==> src/hw/rtl/sch_pkg.sv <==
// types, constants and filter helpers for the shake counter
package sch_pkg;

    // low-pass smoothing: alpha = 2^-SMOOTHING_SHIFT
    localparam int unsigned SMOOTHING_SHIFT = 6;

    localparam int unsigned IN_DATA_W  = 64;
    localparam int unsigned OUT_DATA_W = 48;

    // result status codes
    typedef enum logic [1:0] {
        STATUS_COUNTING  = 2'd0,
        STATUS_DONE      = 2'd1,
        STATUS_TIMEOUT   = 2'd2,
        STATUS_IDLE      = 2'd3
    } status_t;

    // configuration register indexes
    typedef enum logic [1:0] {
        REG_HIGH_THRESHOLD = 2'd0,
        REG_LOW_THRESHOLD  = 2'd1,
        REG_SHAKE_TARGET   = 2'd2,
        REG_TIMEOUT_LIMIT  = 2'd3
    } cfg_index_t;

    // input word modes
    localparam logic MODE_SAMPLE = 1'b0;
    localparam logic MODE_START  = 1'b1;

    // configuration reset values
    localparam logic [16:0] HIGH_THRESHOLD_RST = 17'd6000;
    localparam logic [16:0] LOW_THRESHOLD_RST  = 17'd2000;
    localparam logic [7:0]  SHAKE_TARGET_RST   = 8'd10;
    localparam logic [31:0] TIMEOUT_LIMIT_RST  = 32'd30000;

    localparam logic [15:0] ELAPSED_CAP = 16'hFFFE;
    localparam logic [7:0]  COUNT_MAX   = 8'hFF;

    // one ema step on a q8 filter value
    function automatic logic signed [23:0] ema_update(
        input logic signed [23:0] lpf,
        input logic signed [15:0] smp
    );
        logic signed [24:0] diff;
        logic signed [24:0] step;
        logic signed [24:0] sum;
        diff = {smp[15], smp, 8'd0} - {lpf[23], lpf};
        step = diff >>> SMOOTHING_SHIFT;
        sum  = {lpf[23], lpf} + step;
        return sum[23:0];
    endfunction

    // |sample - floor(lpf / 256)|
    function automatic logic [15:0] hp_mag(
        input logic signed [15:0] smp,
        input logic signed [23:0] lpf
    );
        logic signed [16:0] d;
        logic [16:0] m;
        d = {smp[15], smp} - {lpf[23], lpf[23:8]};
        m = d[16] ? 17'(-d) : d;
        return m[15:0];
    endfunction

endpackage

==> src/hw/rtl/shake_counter_hysteresis_top.sv <==
// shake counter: high-pass energy with hysteresis, target and timeout
//
// Takes one word per cycle while the result stream is not stalled, and returns
// exactly one result word per input word. A word passes an input register, then
// the filter update, energy sum, threshold compares and count/timeout checks that
// also update the run state, then lands in the result register. The input
// register keeps taking words while a result waits for m_tready, as long as
// it is free. Configuration writes are taken at any time (cfg_ready is always
// high) and must only be issued while no word is in flight.
module shake_counter_hysteresis_top (
    input  logic        aclk,
    input  logic        aresetn,
    // input stream
    input  logic        s_tvalid,
    output logic        s_tready,
    input  logic [63:0] s_tdata,   // accel_x[15:0], accel_z[31:16], now_ms[63:32]
    input  logic        s_tuser,   // mode
    // result stream
    output logic        m_tvalid,
    input  logic        m_tready,
    output logic [47:0] m_tdata,   // run_ms[15:0], shake_count[23:16], energy[40:24], zero
    output logic [1:0]  m_tuser,   // status
    // configuration writes
    input  logic        cfg_valid,
    output logic        cfg_ready,
    input  logic [1:0]  cfg_index,
    input  logic [31:0] cfg_data
);
    import sch_pkg::*;

    // configuration registers
    logic [16:0] high_thr_reg;
    logic [16:0] low_thr_reg;
    logic [7:0]  target_reg;
    logic [31:0] limit_reg;

    // input register
    logic        in_valid_reg;
    logic [63:0] in_data_reg;
    logic        in_mode_reg;

    // run state
    logic signed [23:0] filt_x_reg, filt_x_next;
    logic signed [23:0] filt_z_reg, filt_z_next;
    logic               seeded_reg, seeded_next;
    logic               armed_reg,  armed_next;
    logic [7:0]         count_reg,  count_next;
    logic [31:0]        start_reg,  start_next;
    logic               running_reg, running_next;

    // result register
    logic        out_valid_reg;
    logic [47:0] out_data_reg, out_data_next;
    status_t     out_status_reg, out_status_next;

    logic advance;
    logic fire;

    logic signed [15:0] ax;
    logic signed [15:0] az;
    logic [31:0]        now;
    logic signed [23:0] ema_x;
    logic signed [23:0] ema_z;
    logic [16:0]        energy;
    logic [31:0]        elapsed;
    logic [15:0]        elapsed_sat;
    logic [16:0]        energy_out;
    logic [15:0]        elapsed_out;

    // handshake control
    assign advance   = !out_valid_reg || m_tready;
    assign fire      = in_valid_reg && advance;
    assign s_tready  = !in_valid_reg || advance;
    assign cfg_ready = 1'b1;

    assign m_tvalid = out_valid_reg;
    assign m_tdata  = out_data_reg;
    assign m_tuser  = out_status_reg;

    // unpack the held word
    assign ax  = in_data_reg[15:0];
    assign az  = in_data_reg[31:16];
    assign now = in_data_reg[63:32];

    // filter and energy datapath
    assign ema_x       = ema_update(filt_x_reg, ax);
    assign ema_z       = ema_update(filt_z_reg, az);
    assign energy      = {1'b0, hp_mag(ax, ema_x)} + {1'b0, hp_mag(az, ema_z)};
    assign elapsed     = now - start_reg;
    assign elapsed_sat = (elapsed > {16'd0, ELAPSED_CAP}) ? ELAPSED_CAP : elapsed[15:0];

    // per-word state update and result
    always_comb begin
        filt_x_next     = filt_x_reg;
        filt_z_next     = filt_z_reg;
        seeded_next     = seeded_reg;
        armed_next      = armed_reg;
        count_next      = count_reg;
        start_next      = start_reg;
        running_next    = running_reg;
        out_status_next = STATUS_COUNTING;
        energy_out      = 17'd0;
        elapsed_out     = 16'd0;
        if (in_mode_reg == MODE_START) begin
            count_next   = 8'd0;
            armed_next   = 1'b0;
            seeded_next  = 1'b0;
            start_next   = now;
            running_next = 1'b1;
        end else if (!running_reg) begin
            out_status_next = STATUS_IDLE;
        end else if (!seeded_reg) begin
            filt_x_next = {ax, 8'd0};
            filt_z_next = {az, 8'd0};
            seeded_next = 1'b1;
        end else begin
            filt_x_next = ema_x;
            filt_z_next = ema_z;
            energy_out  = energy;
            // hysteresis: arm above high, count below low
            if (!armed_reg) begin
                if (energy > high_thr_reg) begin
                    armed_next = 1'b1;
                end
            end else if (energy < low_thr_reg) begin
                if (count_reg != COUNT_MAX) begin
                    count_next = count_reg + 8'd1;
                end
                armed_next = 1'b0;
            end
            // finish checks
            if (count_next >= target_reg) begin
                out_status_next = STATUS_DONE;
                elapsed_out     = elapsed_sat;
                running_next    = 1'b0;
            end else if (elapsed > limit_reg) begin
                out_status_next = STATUS_TIMEOUT;
                running_next    = 1'b0;
            end
        end
        out_data_next = {7'd0, energy_out, count_next, elapsed_out};
    end

    // configuration write
    always_ff @(posedge aclk) begin
        if (!aresetn) begin
            high_thr_reg <= HIGH_THRESHOLD_RST;
            low_thr_reg  <= LOW_THRESHOLD_RST;
            target_reg   <= SHAKE_TARGET_RST;
            limit_reg    <= TIMEOUT_LIMIT_RST;
        end else if (cfg_valid && cfg_ready) begin
            case (cfg_index_t'(cfg_index))
                REG_HIGH_THRESHOLD: high_thr_reg <= cfg_data[16:0];
                REG_LOW_THRESHOLD:  low_thr_reg  <= cfg_data[16:0];
                REG_SHAKE_TARGET:   target_reg   <= cfg_data[7:0];
                REG_TIMEOUT_LIMIT:  limit_reg    <= cfg_data;
                default: ;
            endcase
        end
    end

    // input register
    always_ff @(posedge aclk) begin
        if (!aresetn) begin
            in_valid_reg <= 1'b0;
        end else if (s_tready) begin
            in_valid_reg <= s_tvalid;
        end
    end

    always_ff @(posedge aclk) begin
        if (s_tready && s_tvalid) begin
            in_data_reg <= s_tdata;
            in_mode_reg <= s_tuser;
        end
    end

    // run state and result register
    always_ff @(posedge aclk) begin
        if (!aresetn) begin
            filt_x_reg    <= '0;
            filt_z_reg    <= '0;
            seeded_reg    <= 1'b0;
            armed_reg     <= 1'b0;
            count_reg     <= 8'd0;
            start_reg     <= 32'd0;
            running_reg   <= 1'b0;
            out_valid_reg <= 1'b0;
        end else begin
            if (advance) begin
                out_valid_reg <= fire;
            end
            if (fire) begin
                filt_x_reg  <= filt_x_next;
                filt_z_reg  <= filt_z_next;
                seeded_reg  <= seeded_next;
                armed_reg   <= armed_next;
                count_reg   <= count_next;
                start_reg   <= start_next;
                running_reg <= running_next;
            end
        end
    end

    always_ff @(posedge aclk) begin
        if (fire) begin
            out_data_reg   <= out_data_next;
            out_status_reg <= out_status_next;
        end
    end

endmodule

==> config.mk <==
export PLATFORM = sky130hd
export DESIGN_NAME = shake_counter_hysteresis_top
export DESIGN_NICKNAME = d
export VERILOG_FILES = /design/src/hw/rtl/sch_pkg.sv /design/src/hw/rtl/shake_counter_hysteresis_top.sv
export SDC_FILE = /design/constraint.sdc
export NUM_CORES = 1
export LEC_CHECK = 0
export ABC_AREA = 0
export ABC_CLOCK_PERIOD_IN_PS = 26700
export BUFFER_PORTS_ARGS = -buffer_cell sky130_fd_sc_hd__buf_4
export CAP_MARGIN = 25
export CORE_MARGIN = 2
export CORE_UTILIZATION = 60
export DETAILED_ROUTE_END_ITERATION = 6
export PLACE_DENSITY = 0.8
export SYNTH_ARGS = -nofsm -noshare
export SYNTH_HDL_FRONTEND = slang
export SYNTH_SLANG_ARGS = --single-unit
export TNS_END_PERCENT = 5
==> constraint.sdc <==
create_clock -name aclk -period 26.7 [get_ports aclk]
set_input_delay 5.34 -clock aclk [delete_from_list [all_inputs] [get_ports aclk]]
set_output_delay 5.34 -clock aclk [all_outputs]
set_load 0.1 [all_outputs]
==> run metrics <==
CP arrival=approximately 15000 ps; DRT Wirelength=around 56000 um; area delta synth->final=13.0%; Leakage=between 9 and 10 nW; post-synthesis xor/xnor area fraction=0.0672; Startpoint Class=register; CTS Buf Count=34; status=completed; clock transition at the registers of the reported paths=about 60 ps; Initial DRT Pass Iterations=5; grt ovf=0; Post-synth EDFFs=108; antenna-violating nets left=0; DRC=0; Via-to-Cell Ratio=6.05; Multi-input gate area=~13000 um^2; postcts setup bufs=0; Synth area leaders=dfxtp_1 16%, edfxtp_1 16%, ha_1 14%; Crit path required time=about 27000 ps; row cnt=67; synthesized area=just over 20000 um^2; initial drt markers=~1400; mux contribution to synthesized area=0.00987; flop-to-flop setup slack=around 12000 ps; I/O Buffers=between 100 and 150; chip width=190 um; register area=~6600 um^2; Crit path max-delay family=compound AO/OA/AOI/OAI gates; antenna violations before repair=1; Core Area=33700 um^2; Relative slew margins=0.334; Hold Path Origin=start_reg[21]; Worst Reg-to-Reg Cells=67; placed wire-length estimate=41600 um; most frequent CP cell=a21oi_1; fill cell count=roughly 2700; crit path time final=~14000 ps; # IOs=157; most frequent cells in the layout=303 x nand2_1, 267 x a21oi_1, 226 x inv_1; GRT Total Usage=0.304; pins over their slew limit=0; most common cell after layout, fill and taps aside=nand2_1; H-tree levels=2; Synth Area in Simple Gates=0.185; reg2reg start=filt_z_reg[1]; Distinct cells, synth=90; Worst Hold End=start_reg[21]; CTS root buf=clkbuf_16; setup TNS=0 ps; final worst-path cycle share=0.538; Yosys reg bits=roughly 280; Main synth FF type=dfxtp_1; CTS tree=yes; Total Die Area=35900 um^2; Crit Reg-Reg Endpoint=m_tdata[0]; post-CTS sizing=0; Max Clk Rate=approximately 0.07 GHz; Clock Path Buffers=3; Final nets=between 2000 and 3000; Synth Area in Adders=0.141; Fin. Hold Viols=0; clock sinks=275; largest area contributor in the netlist=dfxtp_1; Skew-Pair Late Insertion Delay=around 550 ps; Avg Inst Size Synth=slightly above 8 um^2; Seq/Total Area, Yosys=0.319; worst-margin pin slew=roughly 970 ps; final instance area=23300 um^2; die height=190 um; WL/cell=between 15 and 20 um; crit-path max cell delay=approximately 570 ps; largest net degree at the start of global routing=between 90 and 100; Crit path buffers/inverters=2; ys async rst share=0; max reg flops=64; crit-path max FO=16; CP max stage cell=or4_1; Max Cap Viol=0; main combinational cell family by area after synthesis=compound AO/OA/AOI/OAI gates; clk_skew=about 19 ps; Setup crit end kind=register; vias in the first global route=17942; synth warn=0; # hold bufs at CTS=0; first-pass GRT wire length=88700 um; Fin Hold WS=approximately 450 ps; Cell Pwr Density=roughly 83 nW/um^2; Peak VDD IR=about 65 uV; DR vias=between 15000 and 20000; Hold Crit Class=reg -> reg; RD Place Congestion=0.926; Synth Instances=between 2000 and 2500; Worst Hold Depth=2; initial core utilization=0.613; share of layout cells above drive strength 1=0.101; Crit Path Category=reg -> reg; Cell Area, Placed=22100 um^2; Synth Area in Compound Gates=0.215; unrepaired setup endpoints after global routing=false; Setup Viol. Count Final=0; post-synth top area share=0.162
Yosys cell counts, types with 5 or more instances:
| cell type | count |
|---|---|
| a22oi_1 | 9 |
| nor3_1 | 47 |
| nor4b_1 | 5 |
| o21bai_1 | 20 |
| a2111oi_0 | 7 |
| ha_1 | 223 |
| buf_1 | 9 |
| nand4_1 | 34 |
| a31o_2 | 6 |
| buf_4 | 8 |
| o21ai_1 | 10 |
| o21ai_0 | 77 |
| a31oi_1 | 20 |
| a211o_1 | 5 |
| o211a_1 | 11 |
| a211oi_1 | 38 |
| o31ai_1 | 11 |
| or2_2 | 13 |
| o211ai_1 | 43 |
| a21o_1 | 56 |
| or4_1 | 6 |
| edfxtp_1 | 108 |
| inv_1 | 227 |
| o221ai_1 | 7 |
| nor2_1 | 161 |
| nand3_1 | 44 |
| nor4_1 | 10 |
| a21oi_1 | 267 |
| nor2b_1 | 40 |
| a2111o_1 | 5 |
| dfxtp_1 | 167 |
| o21a_1 | 37 |
| fa_1 | 6 |
| nand2_1 | 304 |
| o2111ai_1 | 6 |
| clkbuf_1 | 78 |
| and2_1 | 19 |
| and3_1 | 43 |
| xor2_1 | 59 |
| or3_1 | 18 |
| nor3b_1 | 7 |
| xnor2_1 | 97 |
| mux2i_1 | 17 |
| nand2b_1 | 34 |
tightest hold or removal path, cell delays in order (launching register included):
cell	delay [ps]
dfxtp_1	300
nand2_1	50
a21oi_1	50
stage by stage:
stage / utilization / power, mW / setup WS (ps) / instances
floorplan: - / 1.16 / 14270 / 2505
global placement: 0.655 / 1.39 / 13070 / 3017
detailed placement: 0.655 / 1.42 / 12630 / 3017
CTS: 0.690 / 1.92 / 12600 / 3078
global route: 0.692 / 2.05 / 11050 / 3081
finish: 0.692 / 1.94 / 12340 / 3082
worst max path at each step:
stage | slack (ps) | from | to | cells after the start
2_1_floorplan | 14270 | filt_z_reg[0] | m_tdata[10] | 68
3_3_place_gp | 13070 | filt_z_reg[1] | m_tdata[0] | 67
3_5_place_dp | 12630 | filt_z_reg[1] | m_tdata[0] | 67
4_1_cts | 12600 | filt_z_reg[1] | m_tdata[0] | 67
5_1_grt | 11050 | filt_z_reg[1] | m_tdata[0] | 67
6_report | 12340 | filt_z_reg[1] | m_tdata[0] | 67
final cells by class:
cell class | instances | area share
multi-input combinational | 1902 | 0.550
sequential | 275 | 0.282
timing repair buffer | 167 | 0.0555
clock buffer | 44 | 0.0412
inverter | 228 | 0.0368
tap | 448 | 0.0240
clock inverter | 17 | 0.00992
antenna | 1 | 0.000107
logic make-up after synthesis:
logic type / Yosys count
simple gates: 803
compound gates: 684
buf+inv: 328
flops: 275
fa+ha+maj: 230
xor+xnor: 157
mux: 20
other cells: 2
power by group:
part           internal [mW]  switching, mW
clock                  0.305          0.190
sequential             0.453         0.0124
combinational          0.382          0.593
per-layer routing:
layer	track usage	routed length, um
met5	0	0
met4	0.125	2040
met3	0.0561	4270
met2	0.524	26500
met1	0.374	22900
No activity file was read; power rests on OpenSTA's default activity.
